`src/sv/pct_pkg.sv`:
```
package pct_pkg;

   // Pipeline geometry. The rotation stage count is capped at the table length.
   localparam int CORDIC_STAGES = 16;
   localparam int ATAN_ENTRIES  = 32;
   localparam int CORDIC_CELLS  = (CORDIC_STAGES > ATAN_ENTRIES) ? ATAN_ENTRIES : CORDIC_STAGES;
   localparam int PREP_STAGES   = 4;
   localparam int POST_STAGES   = 2;
   localparam int PCT_LATENCY   = PREP_STAGES + CORDIC_CELLS + POST_STAGES;

   // Field and datapath widths.
   localparam int POS_W  = 24;
   localparam int ANG_W  = 16;
   localparam int HEAD_W = 17;
   localparam int VEC_W  = 32;
   localparam int ZANG_W = 34;
   localparam int IDX_W  = 5;
   localparam int CSR_W  = 24;

   // Angle constants in 1/128 degree.
   localparam logic signed [17:0] HALF_TURN     = 18'sd23040;
   localparam logic signed [17:0] NEG_HALF_TURN = -18'sd23040;
   localparam logic signed [17:0] FULL_TURN     = 18'sd46080;
   localparam logic signed [17:0] QUARTER_TURN  = 18'sd11520;
   localparam logic signed [17:0] NEG_QUARTER   = -18'sd11520;

   // Reciprocals for the exact division by 45 used in the binary angle conversion.
   localparam logic [14:0] RECIP_SMALL = 15'd23302;
   localparam logic [28:0] RECIP_LARGE = 29'd381774871;
   localparam logic [5:0]  DIV_BASE    = 6'd45;
   localparam logic [27:0] CONV_BIAS   = 28'd22;

   // CORDIC gain compensation and rounding.
   localparam logic signed [32:0] CORDIC_GAIN = 33'sh09B74EDA8;
   localparam logic signed [64:0] ROUND_HALF  = 65'sh0000000800000000;

   // Saturation limits.
   localparam logic signed [29:0] POS_MAX_EXT = 30'sd8388607;
   localparam logic signed [29:0] POS_MIN_EXT = -30'sd8388608;
   localparam logic signed [POS_W-1:0] POS_MAX = 24'sh7FFFFF;
   localparam logic signed [POS_W-1:0] POS_MIN = -24'sh800000;

   // Register indexes of the configuration port.
   typedef enum logic [1:0] {
      CSR_CENTRE_X = 2'd0,
      CSR_CENTRE_Y = 2'd1,
      CSR_ANGLE    = 2'd2,
      CSR_KIND     = 2'd3
   } csr_index_type;

   // Configuration as seen by the datapath.
   typedef struct packed {
      logic signed [POS_W-1:0] centre_x;
      logic signed [POS_W-1:0] centre_y;
      logic signed [ANG_W-1:0] angle;
      logic                    kind;
   } pct_cfg_type;

   // One item as it travels along the rotation chain.
   typedef struct packed {
      logic                     kind;
      logic signed [VEC_W-1:0]  x;
      logic signed [VEC_W-1:0]  y;
      logic signed [ZANG_W-1:0] z;
      logic signed [POS_W-1:0]  tx;
      logic signed [POS_W-1:0]  ty;
      logic signed [HEAD_W-1:0] hd;
   } pct_item_type;

   // Clamp a widened position into the 24 bit range.
   function automatic logic signed [POS_W-1:0] sat_pos(input logic signed [29:0] v);
      logic signed [POS_W-1:0] r;
      if (v > POS_MAX_EXT) begin
         r = POS_MAX;
      end else if (v < POS_MIN_EXT) begin
         r = POS_MIN;
      end else begin
         r = v[POS_W-1:0];
      end
      return r;
   endfunction

   // Arctangent of 2^-i as a binary angle, 2^32 per turn.
   function automatic logic [31:0] atan_entry(input logic [IDX_W-1:0] idx);
      logic [31:0] r;
      case (idx)
         5'd0:    r = 32'h20000000;
         5'd1:    r = 32'h12E4051E;
         5'd2:    r = 32'h09FB385B;
         5'd3:    r = 32'h051111D4;
         5'd4:    r = 32'h028B0D43;
         5'd5:    r = 32'h0145D7E1;
         5'd6:    r = 32'h00A2F61E;
         5'd7:    r = 32'h00517C55;
         5'd8:    r = 32'h0028BE53;
         5'd9:    r = 32'h00145F2F;
         5'd10:   r = 32'h000A2F98;
         5'd11:   r = 32'h000517CC;
         5'd12:   r = 32'h00028BE6;
         5'd13:   r = 32'h000145F3;
         5'd14:   r = 32'h0000A2FA;
         5'd15:   r = 32'h0000517D;
         5'd16:   r = 32'h000028BE;
         5'd17:   r = 32'h0000145F;
         5'd18:   r = 32'h00000A30;
         5'd19:   r = 32'h00000518;
         5'd20:   r = 32'h0000028C;
         5'd21:   r = 32'h00000146;
         5'd22:   r = 32'h000000A3;
         5'd23:   r = 32'h00000051;
         5'd24:   r = 32'h00000029;
         5'd25:   r = 32'h00000014;
         5'd26:   r = 32'h0000000A;
         5'd27:   r = 32'h00000005;
         5'd28:   r = 32'h00000003;
         5'd29:   r = 32'h00000001;
         5'd30:   r = 32'h00000001;
         default: r = 32'h00000000;
      endcase
      return r;
   endfunction

endpackage

```
`src/sv/pct_post.sv`:
```
module pct_post
   import pct_pkg::*;
(
   input  logic                     clock,
   input  logic                     reset,
   input  logic                     in_valid,
   input  pct_item_type             in_item,
   input  pct_cfg_type              cfg,
   output logic                     rsp_valid,
   output logic signed [POS_W-1:0]  rsp_out_x,
   output logic signed [POS_W-1:0]  rsp_out_y,
   output logic signed [HEAD_W-1:0] rsp_out_heading
);

   // Stage one: gain compensation products.
   logic signed [64:0]       prod_x_in, prod_y_in;
   logic signed [64:0]       prod_x_ff, prod_y_ff;
   logic                     v1_ff;
   logic                     kind1_ff;
   logic signed [POS_W-1:0]  tx1_ff, ty1_ff;
   logic signed [HEAD_W-1:0] hd1_ff;

   assign prod_x_in = 65'(in_item.x) * 65'(CORDIC_GAIN);
   assign prod_y_in = 65'(in_item.y) * 65'(CORDIC_GAIN);

   // Stage two: round to whole units, move back to the centre, clamp, select.
   logic signed [64:0]       rsum_x, rsum_y;
   logic signed [28:0]       rx, ry;
   logic signed [29:0]       abs_x, abs_y;
   logic signed [POS_W-1:0]  out_x_in, out_y_in;
   logic                     rsp_valid_ff;
   logic signed [POS_W-1:0]  out_x_ff, out_y_ff;
   logic signed [HEAD_W-1:0] out_hd_ff;

   always_comb begin
      rsum_x = prod_x_ff + ROUND_HALF;
      rsum_y = prod_y_ff + ROUND_HALF;
      rx = rsum_x[64:36];
      ry = rsum_y[64:36];
      abs_x = 30'(cfg.centre_x) + 30'(rx);
      abs_y = 30'(cfg.centre_y) + 30'(ry);
      out_x_in = kind1_ff ? sat_pos(abs_x) : tx1_ff;
      out_y_in = kind1_ff ? sat_pos(abs_y) : ty1_ff;
   end

   always_ff @(posedge clock) begin
      if (reset) begin
         v1_ff        <= 1'b0;
         rsp_valid_ff <= 1'b0;
      end else begin
         v1_ff        <= in_valid;
         rsp_valid_ff <= v1_ff;
      end
   end

   always_ff @(posedge clock) begin
      prod_x_ff <= prod_x_in;
      prod_y_ff <= prod_y_in;
      kind1_ff  <= in_item.kind;
      tx1_ff    <= in_item.tx;
      ty1_ff    <= in_item.ty;
      hd1_ff    <= in_item.hd;
      out_x_ff  <= out_x_in;
      out_y_ff  <= out_y_in;
      out_hd_ff <= hd1_ff;
   end

   assign rsp_valid       = rsp_valid_ff;
   assign rsp_out_x       = out_x_ff;
   assign rsp_out_y       = out_y_ff;
   assign rsp_out_heading = out_hd_ff;

endmodule

```
`config.mk`:
```
export PLATFORM = sky130hd
export DESIGN_NAME = pct_post
export DESIGN_NICKNAME = d
export VERILOG_FILES = /design/src/sv/pct_pkg.sv /design/src/sv/pct_post.sv
export SDC_FILE = /design/constraint.sdc
export NUM_CORES = 2
export LEC_CHECK = 0
export ABC_AREA = 1
export ABC_CLOCK_PERIOD_IN_PS = 10800
export BUFFER_PORTS_ARGS = -buffer_cell sky130_fd_sc_hd__buf_2
export CORE_MARGIN = 8
export CORE_UTILIZATION = 65
export CTS_BUF_LIST = sky130_fd_sc_hd__clkbuf_4 sky130_fd_sc_hd__clkbuf_8
export CTS_CLUSTER_SIZE = 24
export DETAILED_ROUTE_END_ITERATION = 12
export PLACE_DENSITY_LB_ADDON = 0.08
export SETUP_SLACK_MARGIN = 0.05
export SYNTH_ARGS = -nofsm -noshare
export SYNTH_HDL_FRONTEND = slang
export SYNTH_SLANG_ARGS = --single-unit
export TNS_END_PERCENT = 5
```
`constraint.sdc`:
```
create_clock -name clock -period 10.8 [get_ports clock]
set_clock_uncertainty 0.15 [all_clocks]
set_input_delay 2.16 -clock clock [delete_from_list [all_inputs] [get_ports clock]]
set_output_delay 2.16 -clock clock [all_outputs]
set_load 0.02 [all_outputs]
```
==> results by stage <==
Synth:
- After synthesis, the cell types taking the most area are fa_1 (34%), ha_1 (20%), inv_1 (13%), dfxtp_1 (7.8%), nand2_1 (6.8%).
- The most repeated cell in the gate-level netlist after synthesis is inv_1.
- The top cell type by total area after synthesis is fa_1.
- The number of flip-flops and latches in the synthesized netlist is between 150 and 200.
- After synthesis, the most frequently instantiated cells are inv_1 (1737), nand2_1 (906), fa_1 (839), ha_1 (800), nor2_1 (318).
- The share of Yosys cell area claimed by the top area cell type is 0.338.
- The mapped netlist covers ~0.050 mm^2.
- In the synthesized netlist the dominant register cell turns out to be dfxtp_1.
- The async set-or-reset flop fraction in the synthesized netlist is 0.
- The count of flip-flops with a built-in enable after synthesis is 0.
- The post-synthesis sequential area ratio is 0.0777.
- The Yosys step of the flow raised 0 warnings.
- The number of nets handed over by synthesis was approximately 7900.
- The synthesized instance count is ~6000.
- Dividing the synthesized area by the synthesized cell count gives around 8.3 um^2.
- The distinct cell type count of the synthesized netlist is 49.

Setup path:
- The endpoint identified for the worst register-to-register timing path is rsp_out_x[9].
- The critical path goes through buf_2 > ha_1 > xor2_1 > ha_1 > a21oi_1 > fa_1 > inv_1 > fa_1 > fa_1 > fa_1 > fa_1 > inv_1 > fa_1 > inv_1 > ha_1 > nand2_1 > nor2_1 > inv_1 > nor4_1 > nand2_1 > o21ai_0 > a21oi_1 > xor2_1.
- In this run the critical register-to-register path is launched from prod_x_ff[37].
- The most numerous cell type found on the critical path is fa_1.
- The worst setup path is captured at a register.
- The kind of critical path is input pin to register.
- The required time reported for the critical path endpoint is 11040 ps.
- Following the worst setup path forward leads to its endpoint at prod_y_ff[56].
- The critical-path cell with the highest stage delay is o21ai_0.
- In this design, the stage delay of the slowest critical-path cell is 580 ps.
- The depth of the most critical reg-to-reg path is 24.
- The data arrival time of the critical path is approximately 9000 ps.
- The start point of the critical path is in_item[117].
- The largest fanout on the critical path is 7.
- The startpoint type of the worst setup path is an input pin.
- In this run the register-to-register setup slack is about 6300 ps.

Clock network:
- The source-to-sink clock delay at the later pin of the worst-skew pair is ~510 ps.
- The maximum clock insertion buffer count is 2.
- The number of levels the H-tree was split into is 4.
- After clock tree synthesis, the setup repair step added 0 buffers.
- The clock tree from TritonCTS is built.
- Counting the buffers created by CTS gives 17.
- The root cell of the clock tree is clkbuf_8.
- The number of gates given a new drive strength after cts is 0.
- The register clock-pin slew on the reported worst setup and hold paths is ~100 ps.
- The clock net sink count is ~190.
- The number of buffers inserted for hold repair after clock tree synthesis is 0.

Timing:
- The minimum clock period after layout is just under 9000 ps.
- In the finished design, the share of the clock period the worst path needs comes to 0.817.
- At the pin with the least slew margin, the transition time is roughly 960 ps.
- The number of slew-limit violations in the final report is 0.
- For this run, the top clock speed supported by timing is 113 MHz.
- The headroom to the max-slew limit is 0.361.
- The final number of setup-violating endpoints is 0.
- The total count of hold-check failures in the final report is 0.
- Setup repair after global routing left no endpoint under its margin.
- The accumulated negative setup slack is 0 ps.

Route:
- Summed over all layers, the routed wires come to about 150000 um.
- The post-route DRC violation count is 0.
- The detailed router placed 39550 vias in this run.
- For this run, the detailed router's first-pass iteration total came to 6.
- The final routed wire length divided by cell count is between 20 and 25 um.
- The number of routed nets with antenna violations is 0.
- The detailed router finished its first iteration with ~3400 violations.
- In the routed layout, each cell is associated on average with a via count of roughly 5.5.

Die:
- The floorplan die area is roughly 0.086 mm^2.
- The floorplan has approximately 100 rows.
- The number of primary I/O pins is between 200 and 300.
- The die is slightly below 300 um tall.
- For this configuration, the core starts out at a cell density of 0.656.
- The horizontal die dimension is ~290 um.
- In this run the standard cell core region covers about 0.076 mm^2.

Cells and area:
- For this run, the post-layout net count is 8106.
- The filler cells instantiated in the layout total between 6000 and 7000.
- The share of final-layout standard cells stronger than drive strength 1 is 0.0504.
- Relative to the synthesized area, the layout overhead comes to 5.47%.

GRT:
- The initial antenna violation count is 10.
- The first global-routing pass estimated 228000 um of wire.
- Entering global routing, the biggest net connects 53 pins.
- The number of global-route vias before repair was just over 40000.
- Summed over all layers, the global routing overflow is 0.
- The overall global routing resource usage is 0.344.

Place:
- The HPWL after detailed placement is around 130000 um.
- At the end of routability-driven placement, the weighted congestion stood at 1.00.
- The count of input and output buffers is about 250.

Worst hold path:
- The tightest min-delay check is of the register to register type.
- In this run the most critical hold path is launched from hd1_ff[5].

Run status:
- The flow ran to the end, and the final reports show no timing, DRC or antenna violations.

Flow run:
- The max-cap check violation count is 0.
==> flip-flops by register name, indices dropped and copies added, names as in the netlist, 17 cells and up <==
name             flops
prod_x_ff           30
prod_y_ff           30
rsp_out_x           24
rsp_out_y           24
tx1_ff              24
ty1_ff              24
hd1_ff              17
rsp_out_heading     17
==> how the worst min path moves through the flow <==
stage / depth (start not counted) / endpoint / slack, ps
2_1_floorplan: 0 / rsp_out_heading[0] / 160
3_3_place_gp: 0 / rsp_out_heading[9] / 160
3_5_place_dp: 0 / rsp_out_heading[6] / 160
4_1_cts: 0 / rsp_out_heading[6] / 190
5_1_grt: 0 / rsp_out_heading[9] / 190
6_report: 0 / rsp_out_heading[5] / 190
==> per-stage QoR <==
step,cell area (um^2),hold WS (ps),setup slack (ps),cells,util
floorplan,49700,160,2730,5999,-
global placement,52000,160,1580,7194,0.686
detailed placement,52000,165,1560,7194,0.686
CTS,52400,188,2060,7226,0.691
global route,52400,191,1690,7233,0.692
finish,52400,187,1980,7236,0.692
==> placed cells by master, fill, tap and decap left out, drive strengths merged, types with 13 or more instances in the layout <==
| master | instances |
|---|---|
| buf | 251 |
| nand4 | 39 |
| nor3 | 26 |
| nand3 | 106 |
| o211ai | 13 |
| nor4 | 20 |
| nand2 | 917 |
| xnor2 | 98 |
| dfxtp | 193 |
| a21oi | 289 |
| clkbuf | 18 |
| o21bai | 45 |
| fa | 839 |
| inv | 1742 |
| xor2 | 251 |
| nor2 | 323 |
| ha | 800 |
| a21o | 47 |
| a31oi | 28 |
| o21ai | 126 |
==> cells by family (layout without fill, tap and decap cells) <==
logic type	after synthesis	count (layout)	share of synthesized area
buf+inv	1774	2023	0.135
fa+ha+maj	1639	1639	0.539
simple gates	1453	1453	0.119
compound gates	591	591	0.0679
xor+xnor	349	349	0.0615
flops	193	193	0.0777
other cells	0	10	0
==> per-layer routing <==
layer / track usage / part of all wire / up-vias
met4: 0.0856 / 0.029 / 0
met1: 0.494 / 0.44 / 19062
met5: 0 / 0 / -
met3: 0.0749 / 0.099 / 231
li1: - / - / 18527
met2: 0.528 / 0.43 / 1730
==> critical path, delay by kind of cell <==
family / cells / cell delay, ps
AND/OR/NAND/NOR: 4 / 810
adder cells (fa/ha/maj): 9 / 4180
AO/OA/AOI/OAI: 3 / 810
buffers and inverters: 5 / 500
XOR/XNOR: 2 / 600
==> layout make-up <==
type,instances,area (um^2),area share
antenna,10,25.0,0.000477
clock buffer,18,241,0.00460
clock inverter,14,153,0.00291
inverter,1740,6530,0.125
multi-input combinational,4032,39100,0.746
sequential,193,3860,0.0737
tap,978,1220,0.0233
timing repair buffer,251,1270,0.0242
Power is not shown: default switching activity piles up to over one toggle a cycle in this logic, so the estimate is an artifact.
