File: src/sv/pct_pkg.sv
package pct_pkg;

   // Pipeline geometry. The rotation stage count is capped at the table length.
   localparam int CORDIC_STAGES = 16;
   localparam int ATAN_ENTRIES  = 32;
   localparam int CORDIC_CELLS  = (CORDIC_STAGES > ATAN_ENTRIES) ? ATAN_ENTRIES : CORDIC_STAGES;
   localparam int PREP_STAGES   = 4;
   localparam int POST_STAGES   = 2;
   localparam int PCT_LATENCY   = PREP_STAGES + CORDIC_CELLS + POST_STAGES;

   // Field and datapath widths.
   localparam int POS_W  = 24;
   localparam int ANG_W  = 16;
   localparam int HEAD_W = 17;
   localparam int VEC_W  = 32;
   localparam int ZANG_W = 34;
   localparam int IDX_W  = 5;
   localparam int CSR_W  = 24;

   // Angle constants in 1/128 degree.
   localparam logic signed [17:0] HALF_TURN     = 18'sd23040;
   localparam logic signed [17:0] NEG_HALF_TURN = -18'sd23040;
   localparam logic signed [17:0] FULL_TURN     = 18'sd46080;
   localparam logic signed [17:0] QUARTER_TURN  = 18'sd11520;
   localparam logic signed [17:0] NEG_QUARTER   = -18'sd11520;

   // Reciprocals for the exact division by 45 used in the binary angle conversion.
   localparam logic [14:0] RECIP_SMALL = 15'd23302;
   localparam logic [28:0] RECIP_LARGE = 29'd381774871;
   localparam logic [5:0]  DIV_BASE    = 6'd45;
   localparam logic [27:0] CONV_BIAS   = 28'd22;

   // CORDIC gain compensation and rounding.
   localparam logic signed [32:0] CORDIC_GAIN = 33'sh09B74EDA8;
   localparam logic signed [64:0] ROUND_HALF  = 65'sh0000000800000000;

   // Saturation limits.
   localparam logic signed [29:0] POS_MAX_EXT = 30'sd8388607;
   localparam logic signed [29:0] POS_MIN_EXT = -30'sd8388608;
   localparam logic signed [POS_W-1:0] POS_MAX = 24'sh7FFFFF;
   localparam logic signed [POS_W-1:0] POS_MIN = -24'sh800000;

   // Register indexes of the configuration port.
   typedef enum logic [1:0] {
      CSR_CENTRE_X = 2'd0,
      CSR_CENTRE_Y = 2'd1,
      CSR_ANGLE    = 2'd2,
      CSR_KIND     = 2'd3
   } csr_index_type;

   // Configuration as seen by the datapath.
   typedef struct packed {
      logic signed [POS_W-1:0] centre_x;
      logic signed [POS_W-1:0] centre_y;
      logic signed [ANG_W-1:0] angle;
      logic                    kind;
   } pct_cfg_type;

   // One item as it travels along the rotation chain.
   typedef struct packed {
      logic                     kind;
      logic signed [VEC_W-1:0]  x;
      logic signed [VEC_W-1:0]  y;
      logic signed [ZANG_W-1:0] z;
      logic signed [POS_W-1:0]  tx;
      logic signed [POS_W-1:0]  ty;
      logic signed [HEAD_W-1:0] hd;
   } pct_item_type;

   // Clamp a widened position into the 24 bit range.
   function automatic logic signed [POS_W-1:0] sat_pos(input logic signed [29:0] v);
      logic signed [POS_W-1:0] r;
      if (v > POS_MAX_EXT) begin
         r = POS_MAX;
      end else if (v < POS_MIN_EXT) begin
         r = POS_MIN;
      end else begin
         r = v[POS_W-1:0];
      end
      return r;
   endfunction

   // Arctangent of 2^-i as a binary angle, 2^32 per turn.
   function automatic logic [31:0] atan_entry(input logic [IDX_W-1:0] idx);
      logic [31:0] r;
      case (idx)
         5'd0:    r = 32'h20000000;
         5'd1:    r = 32'h12E4051E;
         5'd2:    r = 32'h09FB385B;
         5'd3:    r = 32'h051111D4;
         5'd4:    r = 32'h028B0D43;
         5'd5:    r = 32'h0145D7E1;
         5'd6:    r = 32'h00A2F61E;
         5'd7:    r = 32'h00517C55;
         5'd8:    r = 32'h0028BE53;
         5'd9:    r = 32'h00145F2F;
         5'd10:   r = 32'h000A2F98;
         5'd11:   r = 32'h000517CC;
         5'd12:   r = 32'h00028BE6;
         5'd13:   r = 32'h000145F3;
         5'd14:   r = 32'h0000A2FA;
         5'd15:   r = 32'h0000517D;
         5'd16:   r = 32'h000028BE;
         5'd17:   r = 32'h0000145F;
         5'd18:   r = 32'h00000A30;
         5'd19:   r = 32'h00000518;
         5'd20:   r = 32'h0000028C;
         5'd21:   r = 32'h00000146;
         5'd22:   r = 32'h000000A3;
         5'd23:   r = 32'h00000051;
         5'd24:   r = 32'h00000029;
         5'd25:   r = 32'h00000014;
         5'd26:   r = 32'h0000000A;
         5'd27:   r = 32'h00000005;
         5'd28:   r = 32'h00000003;
         5'd29:   r = 32'h00000001;
         5'd30:   r = 32'h00000001;
         default: r = 32'h00000000;
      endcase
      return r;
   endfunction

endpackage

File: src/sv/pct_prep.sv
module pct_prep
   import pct_pkg::*;
(
   input  logic                     clock,
   input  logic                     reset,
   input  logic                     in_valid,
   input  logic                     req_mode,
   input  logic signed [POS_W-1:0]  req_pose_x,
   input  logic signed [POS_W-1:0]  req_pose_y,
   input  logic signed [ANG_W-1:0]  req_pose_heading,
   input  pct_cfg_type              cfg,
   output logic                     out_valid,
   output pct_item_type             out_item
);

   // Fields that ride along while the angle is converted.
   typedef struct packed {
      logic                     kind;
      logic signed [24:0]       dx;
      logic signed [24:0]       dy;
      logic signed [POS_W-1:0]  tx;
      logic signed [POS_W-1:0]  ty;
      logic signed [HEAD_W-1:0] hd;
   } pct_carry_type;

   // Stage one: signed angle, wrap, quadrant fold, heading and translation.
   logic signed [17:0] ang_in, wrap_ang, fold_ang, mag_ang, head_sum, head_wrap;
   logic               flip;
   logic signed [24:0] px_ext, py_ext, cx_ext, cy_ext, dx_raw, dy_raw, offx, offy;
   logic signed [29:0] tsum_x, tsum_y;
   pct_carry_type      carry1_in;
   logic [13:0]        mag1_in;

   always_comb begin
      ang_in = 18'(cfg.angle);
      if (req_mode) begin
         ang_in = -ang_in;
      end

      if (ang_in > HALF_TURN) begin
         wrap_ang = ang_in - FULL_TURN;
      end else if (ang_in <= NEG_HALF_TURN) begin
         wrap_ang = ang_in + FULL_TURN;
      end else begin
         wrap_ang = ang_in;
      end

      flip = 1'b0;
      fold_ang = wrap_ang;
      if (wrap_ang > QUARTER_TURN) begin
         flip = 1'b1;
         fold_ang = wrap_ang - HALF_TURN;
      end else if (wrap_ang < NEG_QUARTER) begin
         flip = 1'b1;
         fold_ang = wrap_ang + HALF_TURN;
      end
      mag_ang = fold_ang[17] ? -fold_ang : fold_ang;
      mag1_in = mag_ang[13:0];

      px_ext = 25'(req_pose_x);
      py_ext = 25'(req_pose_y);
      cx_ext = 25'(cfg.centre_x);
      cy_ext = 25'(cfg.centre_y);
      dx_raw = px_ext - cx_ext;
      dy_raw = py_ext - cy_ext;

      head_sum = 18'(req_pose_heading) + ang_in;
      if (head_sum > HALF_TURN) begin
         head_wrap = head_sum - FULL_TURN;
      end else if (head_sum < NEG_HALF_TURN) begin
         head_wrap = head_sum + FULL_TURN;
      end else begin
         head_wrap = head_sum;
      end

      offx = req_mode ? -cx_ext : cx_ext;
      offy = req_mode ? -cy_ext : cy_ext;
      tsum_x = 30'(px_ext) + 30'(offx);
      tsum_y = 30'(py_ext) + 30'(offy);

      carry1_in.kind = cfg.kind;
      carry1_in.dx   = flip ? -dx_raw : dx_raw;
      carry1_in.dy   = flip ? -dy_raw : dy_raw;
      carry1_in.tx   = sat_pos(tsum_x);
      carry1_in.ty   = sat_pos(tsum_y);
      carry1_in.hd   = cfg.kind ? head_wrap[HEAD_W-1:0] : head_sum[HEAD_W-1:0];
   end

   logic          v1_ff, v2_ff, v3_ff, v4_ff;
   pct_carry_type carry1_ff, carry2_ff, carry3_ff;
   logic [13:0]   mag1_ff, mag2_ff;
   logic          sgn1_ff, sgn2_ff, sgn3_ff;
   logic [8:0]    qa2_ff, qa3_ff;
   logic [5:0]    ra3_ff;
   pct_item_type  item4_ff;

   // Stage two: whole multiples of 45 in the folded angle magnitude.
   logic [28:0] prod_small;
   logic [8:0]  qa2_in;
   assign prod_small = 29'(mag1_ff) * 29'(RECIP_SMALL);
   assign qa2_in     = prod_small[28:20];

   // Stage three: remainder after the multiples of 45.
   logic [14:0] qa_times;
   logic [13:0] rem_full;
   logic [5:0]  ra3_in;
   assign qa_times = 15'(qa2_ff) * 15'(DIV_BASE);
   assign rem_full = mag2_ff - qa_times[13:0];
   assign ra3_in   = rem_full[5:0];

   // Stage four: fractional part of the binary angle and the start vector.
   logic [27:0]              xnum;
   logic [56:0]              prod_large;
   logic [30:0]              mag_bin;
   logic signed [ZANG_W-1:0] zmag;
   pct_item_type             item4_in;

   always_comb begin
      xnum = {ra3_ff, 22'd0} + CONV_BIAS;
      prod_large = 57'(xnum) * 57'(RECIP_LARGE);
      mag_bin = {qa3_ff, 22'd0} + 31'(prod_large[55:34]);
      zmag = ZANG_W'(mag_bin);
      item4_in.kind = carry3_ff.kind;
      item4_in.x    = VEC_W'(carry3_ff.dx) <<< 4;
      item4_in.y    = VEC_W'(carry3_ff.dy) <<< 4;
      item4_in.z    = sgn3_ff ? -zmag : zmag;
      item4_in.tx   = carry3_ff.tx;
      item4_in.ty   = carry3_ff.ty;
      item4_in.hd   = carry3_ff.hd;
   end

   // Valid bits of the four stages.
   always_ff @(posedge clock) begin
      if (reset) begin
         v1_ff <= 1'b0;
         v2_ff <= 1'b0;
         v3_ff <= 1'b0;
         v4_ff <= 1'b0;
      end else begin
         v1_ff <= in_valid;
         v2_ff <= v1_ff;
         v3_ff <= v2_ff;
         v4_ff <= v3_ff;
      end
   end

   // Payload of the four stages.
   always_ff @(posedge clock) begin
      carry1_ff <= carry1_in;
      mag1_ff   <= mag1_in;
      sgn1_ff   <= fold_ang[17];
      carry2_ff <= carry1_ff;
      mag2_ff   <= mag1_ff;
      sgn2_ff   <= sgn1_ff;
      qa2_ff    <= qa2_in;
      carry3_ff <= carry2_ff;
      sgn3_ff   <= sgn2_ff;
      qa3_ff    <= qa2_ff;
      ra3_ff    <= ra3_in;
      item4_ff  <= item4_in;
   end

   assign out_valid = v4_ff;
   assign out_item  = item4_ff;

endmodule

File: config.mk
export PLATFORM = sky130hd
export DESIGN_NAME = pct_prep
export DESIGN_NICKNAME = d
export VERILOG_FILES = /design/src/sv/pct_pkg.sv /design/src/sv/pct_prep.sv
export SDC_FILE = /design/constraint.sdc
export NUM_CORES = 1
export LEC_CHECK = 0
export BUFFER_PORTS_ARGS = -buffer_cell sky130_fd_sc_hd__buf_2
export CAP_MARGIN = 30
export CORE_UTILIZATION = 30
export CTS_CLUSTER_DIAMETER = 50
export CTS_CLUSTER_SIZE = 10
export DETAILED_ROUTE_END_ITERATION = 10
export SKIP_CTS_REPAIR_TIMING = 1
export SLEW_MARGIN = 20
export SYNTH_ARGS = -nofsm -noshare
export SYNTH_HDL_FRONTEND = slang
export SYNTH_SLANG_ARGS = --single-unit
File: constraint.sdc
create_clock -name clock -period 10.2 [get_ports clock]
set_clock_uncertainty 0.2 [all_clocks]
set_input_delay 0.51 -clock clock [delete_from_list [all_inputs] [get_ports clock]]
set_output_delay 0.51 -clock clock [all_outputs]
set_load 0.1 [all_outputs]
==> impl_results.html, run 1 <==
<table>
<tr><th>Metric</th><th>Value</th></tr>
<tr><th colspan="2">STA</th></tr>
<tr><td>Unrepaired setup endpoints after global routing</td><td>false</td></tr>
<tr><td>Max-slew violation count</td><td>0</td></tr>
<tr><td>Worst slew margin relative to its limit</td><td>39.7%</td></tr>
<tr><td>Setup TNS</td><td>0 ns</td></tr>
<tr><td>Final Critical Period</td><td>between 7 and 8 ns</td></tr>
<tr><td>Hold Fails Final Rpt</td><td>0</td></tr>
<tr><td>Final cycle utilization of the critical path</td><td>74.3%</td></tr>
<tr><td>Pin slew with the least headroom to its limit</td><td>0.905 ns</td></tr>
<tr><td>Setup violation total in the final timing report</td><td>0</td></tr>
<tr><td>Highest attainable clock frequency</td><td>about 130 MHz</td></tr>
<tr><th colspan="2">Global route</th></tr>
<tr><td>GR met2 Demand/Resource</td><td>21.2%</td></tr>
<tr><td>M1 GR Usage</td><td>between 10% and 20%</td></tr>
<tr><td>Wire length of the first global-routing pass</td><td>101 mm</td></tr>
<tr><td>Antenna violations before repair</td><td>15</td></tr>
<tr><td>Aggregate global-route resource usage</td><td>13.7%</td></tr>
<tr><td>GR met3 Demand/Resource</td><td>under 10%</td></tr>
<tr><td>Grt ovf</td><td>0</td></tr>
<tr><td>Maximum number of pins on one net before global-route repair</td><td>45</td></tr>
<tr><td>Busiest grt layer</td><td>met2</td></tr>
<tr><td>Number of global-route vias before repair</td><td>19100</td></tr>
<tr><th colspan="2">Place</th></tr>
<tr><td>Final estimated routing congestion in global placement</td><td>between 0.8 and 0.9</td></tr>
<tr><td>DP Wirelength</td><td>49.8 mm</td></tr>
<tr><td>Number of I/O port buffers</td><td>slightly below 300</td></tr>
<tr><td>Post-detailed-placement cell area</td><td>approximately 30000 um^2</td></tr>
<tr><th colspan="2">Worst setup path</th></tr>
<tr><td>Kind of end point of the critical path</td><td>flop</td></tr>
<tr><td>Category of the most critical setup path</td><td>reg -&gt; reg</td></tr>
<tr><td>Number of cells on the worst reg-to-reg path</td><td>25</td></tr>
<tr><td>Worst setup SP type</td><td>flop</td></tr>
<tr><td>Critical Path AT</td><td>about 7.9 ns</td></tr>
<tr><td>R2r startpoint</td><td>ra3_ff[3]$_DFF_P_</td></tr>
<tr><td>Critical-path maximum fanout</td><td>5</td></tr>
<tr><td>Data required time of the worst path</td><td>about 11 ns</td></tr>
<tr><td>Worst r2r dst</td><td>out_item[92]$_DFF_P_</td></tr>
<tr><td>Setup slack of the worst register-to-register path</td><td>around 2.6 ns</td></tr>
<tr><th colspan="2">Die</th></tr>
<tr><td># IOs</td><td>between 200 and 300</td></tr>
<tr><td>Die Ht</td><td>304 um</td></tr>
<tr><td>Horizontal extent of the die</td><td>a little over 300 um</td></tr>
<tr><td>Die footprint</td><td>just over 90000 um^2</td></tr>
<tr><td>Rows</td><td>110</td></tr>
<tr><td>Initial Util</td><td>just over 30%</td></tr>
<tr><td>Area of the placeable core</td><td>roughly 90000 um^2</td></tr>
<tr><th colspan="2">Finish</th></tr>
<tr><td>Finished layout cell area</td><td>32700 um^2</td></tr>
<tr><td>Most common cell after layout, fill and taps aside</td><td>dfxtp_1</td></tr>
<tr><td>Share of post-route cells with drive strength above 1</td><td>roughly 15%</td></tr>
<tr><td>Multi-input gate area</td><td>between 15000 and 20000 um^2</td></tr>
<tr><td>Post-synthesis to final-layout area growth</td><td>19.3%</td></tr>
<tr><td>Layout filler cell count</td><td>9115</td></tr>
<tr><td>Fin util</td><td>36.3%</td></tr>
<tr><td>Sequential standard cell area</td><td>11000 um^2</td></tr>
<tr><td>Highest-count cells in the layout ignoring fill and taps</td><td>dfxtp_1, ha_1, inv_1, buf_2, xnor2_1</td></tr>
<tr><td>Post-layout net count</td><td>3613</td></tr>
<tr><th colspan="2">Clock network</th></tr>
<tr><td>TritonCTS sink count</td><td>approximately 550</td></tr>
<tr><td>Count of H-tree levels built during CTS</td><td>3</td></tr>
<tr><td>Clock insertion delay at the later pin of the skew report</td><td>between 0.6 and 0.7 ns</td></tr>
<tr><td>Clock Path Buffers</td><td>3</td></tr>
<tr><td>Buffer type at the clock tree root</td><td>clkbuf_16</td></tr>
<tr><td>CTS clk-pin slew, worst paths</td><td>0.05 ns</td></tr>
<tr><td>Clock buffers created by TritonCTS</td><td>~80</td></tr>
<tr><td>TritonCTS clock tree</td><td>built</td></tr>
<tr><th colspan="2">Drt</th></tr>
<tr><td>Initial DRT Pass Iterations</td><td>6</td></tr>
<tr><td>Number of nets with antenna violations after detailed routing</td><td>0</td></tr>
<tr><td>Total length of routed wires</td><td>about 63 mm</td></tr>
<tr><td>Vias per cell</td><td>4.59</td></tr>
<tr><td>Starting DRC count in detailed routing</td><td>roughly 940</td></tr>
<tr><td>Wire length per cell after detailed routing</td><td>14.7 um</td></tr>
<tr><td>Via total after detailed routing</td><td>a little under 20000</td></tr>
<tr><td>DRC Markers</td><td>0</td></tr>
<tr><th colspan="2">Yosys</th></tr>
<tr><td>Number of synthesized flops with an enable pin</td><td>0</td></tr>
<tr><td>Fraction of the yosys area taken by sequential cells</td><td>approximately 40%</td></tr>
<tr><td>Top flip-flop cell by instance count after synthesis</td><td>dfxtp_1</td></tr>
<tr><td>Post-Synthesis Cells</td><td>2746</td></tr>
<tr><td>Cell area after synthesis</td><td>between 20000 and 30000 um^2</td></tr>
<tr><td>Fraction of registers with async set or reset after synthesis</td><td>0%</td></tr>
<tr><td>Synthesized flop and latch total</td><td>between 500 and 600</td></tr>
<tr><td>Unique masters post-synth</td><td>91</td></tr>
<tr><td>Post-Syn Area per Cell</td><td>about 10 um^2</td></tr>
<tr><td>Warnings, synthesis</td><td>0</td></tr>
<tr><th colspan="2">Worst hold path</th></tr>
<tr><td>Hold path start</td><td>req_pose_heading[2]</td></tr>
<tr><td>Cell depth of the worst hold path</td><td>3</td></tr>
<tr><td>Hold Path End</td><td>carry1_ff[2]$_DFF_P_</td></tr>
<tr><td>Hold Path Class</td><td>in -&gt; reg</td></tr>
<tr><th colspan="2">Status</th></tr>
<tr><td>Status</td><td>finished, final reports clean</td></tr>
<tr><th colspan="2">Flow run</th></tr>
<tr><td>Max-cap viol count</td><td>0</td></tr>
</table>
## final cells by class
cell class	count	share of cell area, %
diodes	7	0.0535
clock buffers	96	6.61
clock inverters	28	1.06
inverters	300	3.44
multi-input cells	1831	45.9
flip-flops and latches	549	33.6
well taps	1176	4.49
repair buffers	307	4.89
## Yosys cell counts, types with 19 or more instances
cell type    n  share of area (%)
xor2_1      59                1.9
fa_1        63                4.6
nor2_1     107                1.5
a21o_1      99                2.7
nand3_1     41               0.75
nand2_1    125                1.7
nor3_1      47               0.86
clkbuf_1    43               0.59
nand2b_1    33               0.75
nand4_1     26               0.59
a21oi_1    110                2.0
inv_1      298                4.1
dfxtp_1    549                 40
xnor2_1    233                7.4
o21bai_1    19               0.52
o21ai_0    125                2.3
or3_1       21               0.48
o31ai_1     40                1.1
nor2b_1     31               0.71
a31oi_1     26               0.59
ha_1       349                 16
## layer usage
metal,vias to the layer above,part of all wire (%)
li1,10100,-
met5,-,0.097
met2,452,44
met1,9015,47
met4,10,2.3
met3,120,6.6
## worst max-delay path, cell delays in order (launching register included)
cell and delay (ns):
dfxtp_1 0.37, fa_1 0.55, inv_1 0.05, fa_1 0.48, fa_1 0.43, inv_1 0.07
ha_1 0.14, inv_1 0.04, ha_1 0.26, inv_1 0.04, ha_1 0.29, ha_1 0.30
ha_1 0.28, nand4b_1 0.10, o31ai_1 0.28, a21oi_1 0.16, o21ai_0 0.58, o211ai_1 0.21
o211ai_1 0.37, o211ai_1 0.15, a21oi_1 0.33, mux2i_1 0.30, or3b_2 0.55, or4_1 0.53
o31ai_1 0.29, xnor2_1 0.16
## cells by family (layout without fill, tap and decap cells)
logic type                 Yosys count  count (layout)  share of synthesized area [%]
muxes                                8               8                          0.301
and+or+nand+nor                    527             527                           9.87
buffers and inverters              373             731                           5.35
AOI/OAI and AO/OA                  581             581                           14.4
xor gates and xnor gates           294             294                           9.46
DFF                                549             549                           40.0
other                                1              15                         0.0137
adders and majority gates          413             413                           20.5
## registers in the layout, indices dropped and copies added (netlist names), 6 cells and up
register	count
out_item	150
carry1_ff	116
carry2_ff	116
carry3_ff	116
mag1_ff	14
qa2_ff	9
qa3_ff	9
mag2_ff	6
ra3_ff	6
## through the flow
step	std cells	hold slack, ns	setup slack (ns)
after floorplan	2753	0.110	3.46
after global placement	4153	0.109	2.77
after detailed placement	4155	0.112	2.65
after CTS	4279	-0.173	2.63
after global routing	4294	0.0674	2.11
final	4294	0.0776	2.62
## worst max path at each step
| stage | depth (start not counted) | end | start | slack, ns |
|---|---|---|---|---|
| after floorplan | 25 | out_item[94]$_DFF_P_ | ra3_ff[3]$_DFF_P_ | 3.46 |
| after global placement | 25 | out_item[94]$_DFF_P_ | ra3_ff[3]$_DFF_P_ | 2.77 |
| after detailed placement | 25 | out_item[94]$_DFF_P_ | ra3_ff[3]$_DFF_P_ | 2.65 |
| after CTS | 25 | out_item[94]$_DFF_P_ | ra3_ff[3]$_DFF_P_ | 2.63 |
| final | 25 | out_item[92]$_DFF_P_ | ra3_ff[3]$_DFF_P_ | 2.62 |
| after global routing | 25 | out_item[94]$_DFF_P_ | ra3_ff[3]$_DFF_P_ | 2.11 |
Power of run 1 is not shown: default switching activity piles up to over one toggle a cycle in this logic, so the estimate is an artifact.
==> run 2: changes to the inputs <==
- clock period: 10.2 -> 6.9 ns (I/O delays scaled with it)
==> impl_results.html, run 2 (synthesis results as in run 1) <==
<table>
<tr><th>Metric</th><th>Value</th></tr>
<tr><th colspan="2">Drt</th></tr>
<tr><td>Via total after detailed routing</td><td>19900</td></tr>
<tr><td>Starting DRC count in detailed routing</td><td>1073</td></tr>
<tr><td>Vias per cell</td><td>approximately 4.6</td></tr>
<tr><td>Number of nets with antenna violations after detailed routing</td><td>0</td></tr>
<tr><td>Wire length per cell after detailed routing</td><td>~15 um</td></tr>
<tr><td>Total length of routed wires</td><td>64.3 mm</td></tr>
<tr><td>DRC Markers</td><td>0</td></tr>
<tr><td>Initial DRT Pass Iterations</td><td>5</td></tr>
<tr><th colspan="2">Finish</th></tr>
<tr><td>Post-layout net count</td><td>~3700</td></tr>
<tr><td>Highest-count cells in the layout ignoring fill and taps</td><td>dfxtp_1, ha_1, inv_1, buf_2, xnor2_1</td></tr>
<tr><td>Max reg flops</td><td>150</td></tr>
<tr><td>Multi-input gate area</td><td>between 15000 and 20000 um^2</td></tr>
<tr><td>Final instance count without filler cells</td><td>~4300</td></tr>
<tr><td>Sequential standard cell area</td><td>around 11000 um^2</td></tr>
<tr><td>Share of post-route cells with drive strength above 1</td><td>16.1%</td></tr>
<tr><td>Most common cell after layout, fill and taps aside</td><td>dfxtp_1</td></tr>
<tr><td>Post-synthesis to final-layout area growth</td><td>20.9%</td></tr>
<tr><td>Layout filler cell count</td><td>just over 9000</td></tr>
<tr><th colspan="2">STA</th></tr>
<tr><td>Final cycle utilization of the critical path</td><td>between 90% and 100%</td></tr>
<tr><td>Final Critical Period</td><td>6.59 ns</td></tr>
<tr><td>Worst slew margin relative to its limit</td><td>roughly 43%</td></tr>
<tr><td>Hold Fails Final Rpt</td><td>0</td></tr>
<tr><td>Pin slew with the least headroom to its limit</td><td>roughly 0.86 ns</td></tr>
<tr><td>Max-slew violation count</td><td>0</td></tr>
<tr><td>Hold slack</td><td>between 0.015 and 0.02 ns</td></tr>
<tr><td>Setup violation total in the final timing report</td><td>0</td></tr>
<tr><td>Setup TNS</td><td>0 ns</td></tr>
<tr><td>Highest attainable clock frequency</td><td>about 150 MHz</td></tr>
<tr><th colspan="2">Status</th></tr>
<tr><td>Status</td><td>finished, final reports clean</td></tr>
<tr><th colspan="2">Worst setup path</th></tr>
<tr><td>Critical-path maximum fanout</td><td>5</td></tr>
<tr><td>Category of the most critical setup path</td><td>reg -&gt; reg</td></tr>
<tr><td>Setup slack of the worst register-to-register path</td><td>between 0.3 and 0.4 ns</td></tr>
<tr><td>Worst setup SP type</td><td>flop</td></tr>
<tr><td>Data required time of the worst path</td><td>7.26 ns</td></tr>
<tr><td>Kind of end point of the critical path</td><td>flop</td></tr>
<tr><td>Number of cells on the worst reg-to-reg path</td><td>25</td></tr>
<tr><td>Worst r2r dst</td><td>out_item[91]$_DFF_P_</td></tr>
<tr><td>Critical Path AT</td><td>between 6 and 7 ns</td></tr>
<tr><td>R2r startpoint</td><td>ra3_ff[3]$_DFF_P_</td></tr>
<tr><th colspan="2">Global route</th></tr>
<tr><td>Wire length of the first global-routing pass</td><td>103 mm</td></tr>
<tr><td>Aggregate global-route resource usage</td><td>13.8%</td></tr>
<tr><td>Antenna violations before repair</td><td>15</td></tr>
<tr><td>Number of global-route vias before repair</td><td>between 15000 and 20000</td></tr>
<tr><td>Grt ovf</td><td>0</td></tr>
<tr><td>Maximum number of pins on one net before global-route repair</td><td>33</td></tr>
<tr><th colspan="2">Die</th></tr>
<tr><td>Horizontal extent of the die</td><td>between 300 and 400 um</td></tr>
<tr><td>Initial Util</td><td>between 30% and 40%</td></tr>
<tr><td>Rows</td><td>110</td></tr>
<tr><td>Area of the placeable core</td><td>about 90000 um^2</td></tr>
<tr><td>Die footprint</td><td>about 93000 um^2</td></tr>
<tr><td># IOs</td><td>about 300</td></tr>
<tr><td>Die Ht</td><td>approximately 300 um</td></tr>
<tr><th colspan="2">Clock network</th></tr>
<tr><td>Buffer type at the clock tree root</td><td>clkbuf_16</td></tr>
<tr><td>Clock insertion delay at the later pin of the skew report</td><td>between 0.6 and 0.7 ns</td></tr>
<tr><td>CTS clk-pin slew, worst paths</td><td>~0.05 ns</td></tr>
<tr><td>TritonCTS clock tree</td><td>built</td></tr>
<tr><td>Count of H-tree levels built during CTS</td><td>3</td></tr>
<tr><td>Clock Path Buffers</td><td>3</td></tr>
<tr><td>Clock buffers created by TritonCTS</td><td>81</td></tr>
<tr><td>TritonCTS sink count</td><td>approximately 550</td></tr>
<tr><th colspan="2">Worst hold path</th></tr>
<tr><td>Hold Path Class</td><td>in -&gt; reg</td></tr>
<tr><td>Cell depth of the worst hold path</td><td>3</td></tr>
<tr><td>Hold Path End</td><td>carry1_ff[9]$_DFF_P_</td></tr>
<tr><td>Hold path start</td><td>req_pose_heading[9]</td></tr>
<tr><th colspan="2">Flow run</th></tr>
<tr><td>Max-cap viol count</td><td>0</td></tr>
<tr><th colspan="2">Place</th></tr>
<tr><td>DP Wirelength</td><td>50.8 mm</td></tr>
<tr><td>Number of placed cells counting well taps</td><td>between 4000 and 5000</td></tr>
<tr><td>Number of I/O port buffers</td><td>between 200 and 300</td></tr>
<tr><td>Final estimated routing congestion in global placement</td><td>slightly below 0.9</td></tr>
</table>
-- run 2: changes by cell type in the layout (fill, tap and decap cells not counted), sizes merged --
cell / before / now
buf: 299 / 322
dlygate4sd3: 7 / 22
clkbuf: 97 / 91
inv: 308 / 313
bufinv: 4 / 6
diode: 7 / 6
-- run 2: worst max-delay path by stage --
stage | start | end
finish | ra3_ff[3]$_DFF_P_ | out_item[91]$_DFF_P_
global route | ra3_ff[3]$_DFF_P_ | out_item[91]$_DFF_P_
CTS | ra3_ff[3]$_DFF_P_ | out_item[94]$_DFF_P_
detailed placement | ra3_ff[3]$_DFF_P_ | out_item[94]$_DFF_P_
global placement | ra3_ff[3]$_DFF_P_ | out_item[94]$_DFF_P_
floorplan | ra3_ff[3]$_DFF_P_ | out_item[94]$_DFF_P_
-- run 2: cell type report --
cell class / count / area share [%]
antenna: 6 / 0.0453
clock buffer: 91 / 6.35
clock inverter: 35 / 1.42
inverter: 300 / 3.39
multi-input combinational: 1831 / 45.5
sequential: 549 / 33.1
tap: 1176 / 4.44
timing repair buffer: 344 / 5.77
-- run 2: per-layer routing --
layer / GRT usage (%) / vias up / part of all wire, %
met4: 5.17 / 14 / 2.6
met1: 17.7 / 9115 / 47
li1: - / 10200 / -
met3: 4.37 / 137 / 6.9
met5: 0 / - / 0.11
met2: 21.6 / 475 / 44
-- run 2: worst max-delay path, stage by stage, from the launching register on --
cell and delay [ns]:
dfxtp_1 0.32, buf_4 0.15, ha_1 0.35, fa_1 0.50, inv_1 0.05, fa_1 0.50, inv_1 0.04, ha_1 0.28
ha_1 0.29, ha_1 0.30, ha_1 0.29, ha_1 0.25, a21o_1 0.23, a21oi_2 0.19, nor2_1 0.06, a21oi_1 0.16
o211ai_1 0.14, buf_4 0.16, o21a_1 0.21, buf_4 0.15, or3b_2 0.44, a21boi_1 0.19, o211ai_1 0.20, or4_4 0.50
o21ai_0 0.22, xnor2_1 0.14
-- run 2: through the flow --
| step | instance area [um^2] | util, % | worst slack, ns |
|---|---|---|---|
| after CTS | 32900 | 36.4 | -0.143 |
| after detailed placement | 30300 | 33.6 | -0.116 |
| final | 33200 | 36.7 | 0.309 |
| after floorplan | 27500 | - | 0.164 |
| after global placement | 30300 | 33.6 | -0.0200 |
| after global routing | 33200 | 36.7 | -0.00876 |
Power of run 2 is left out for the same reason.
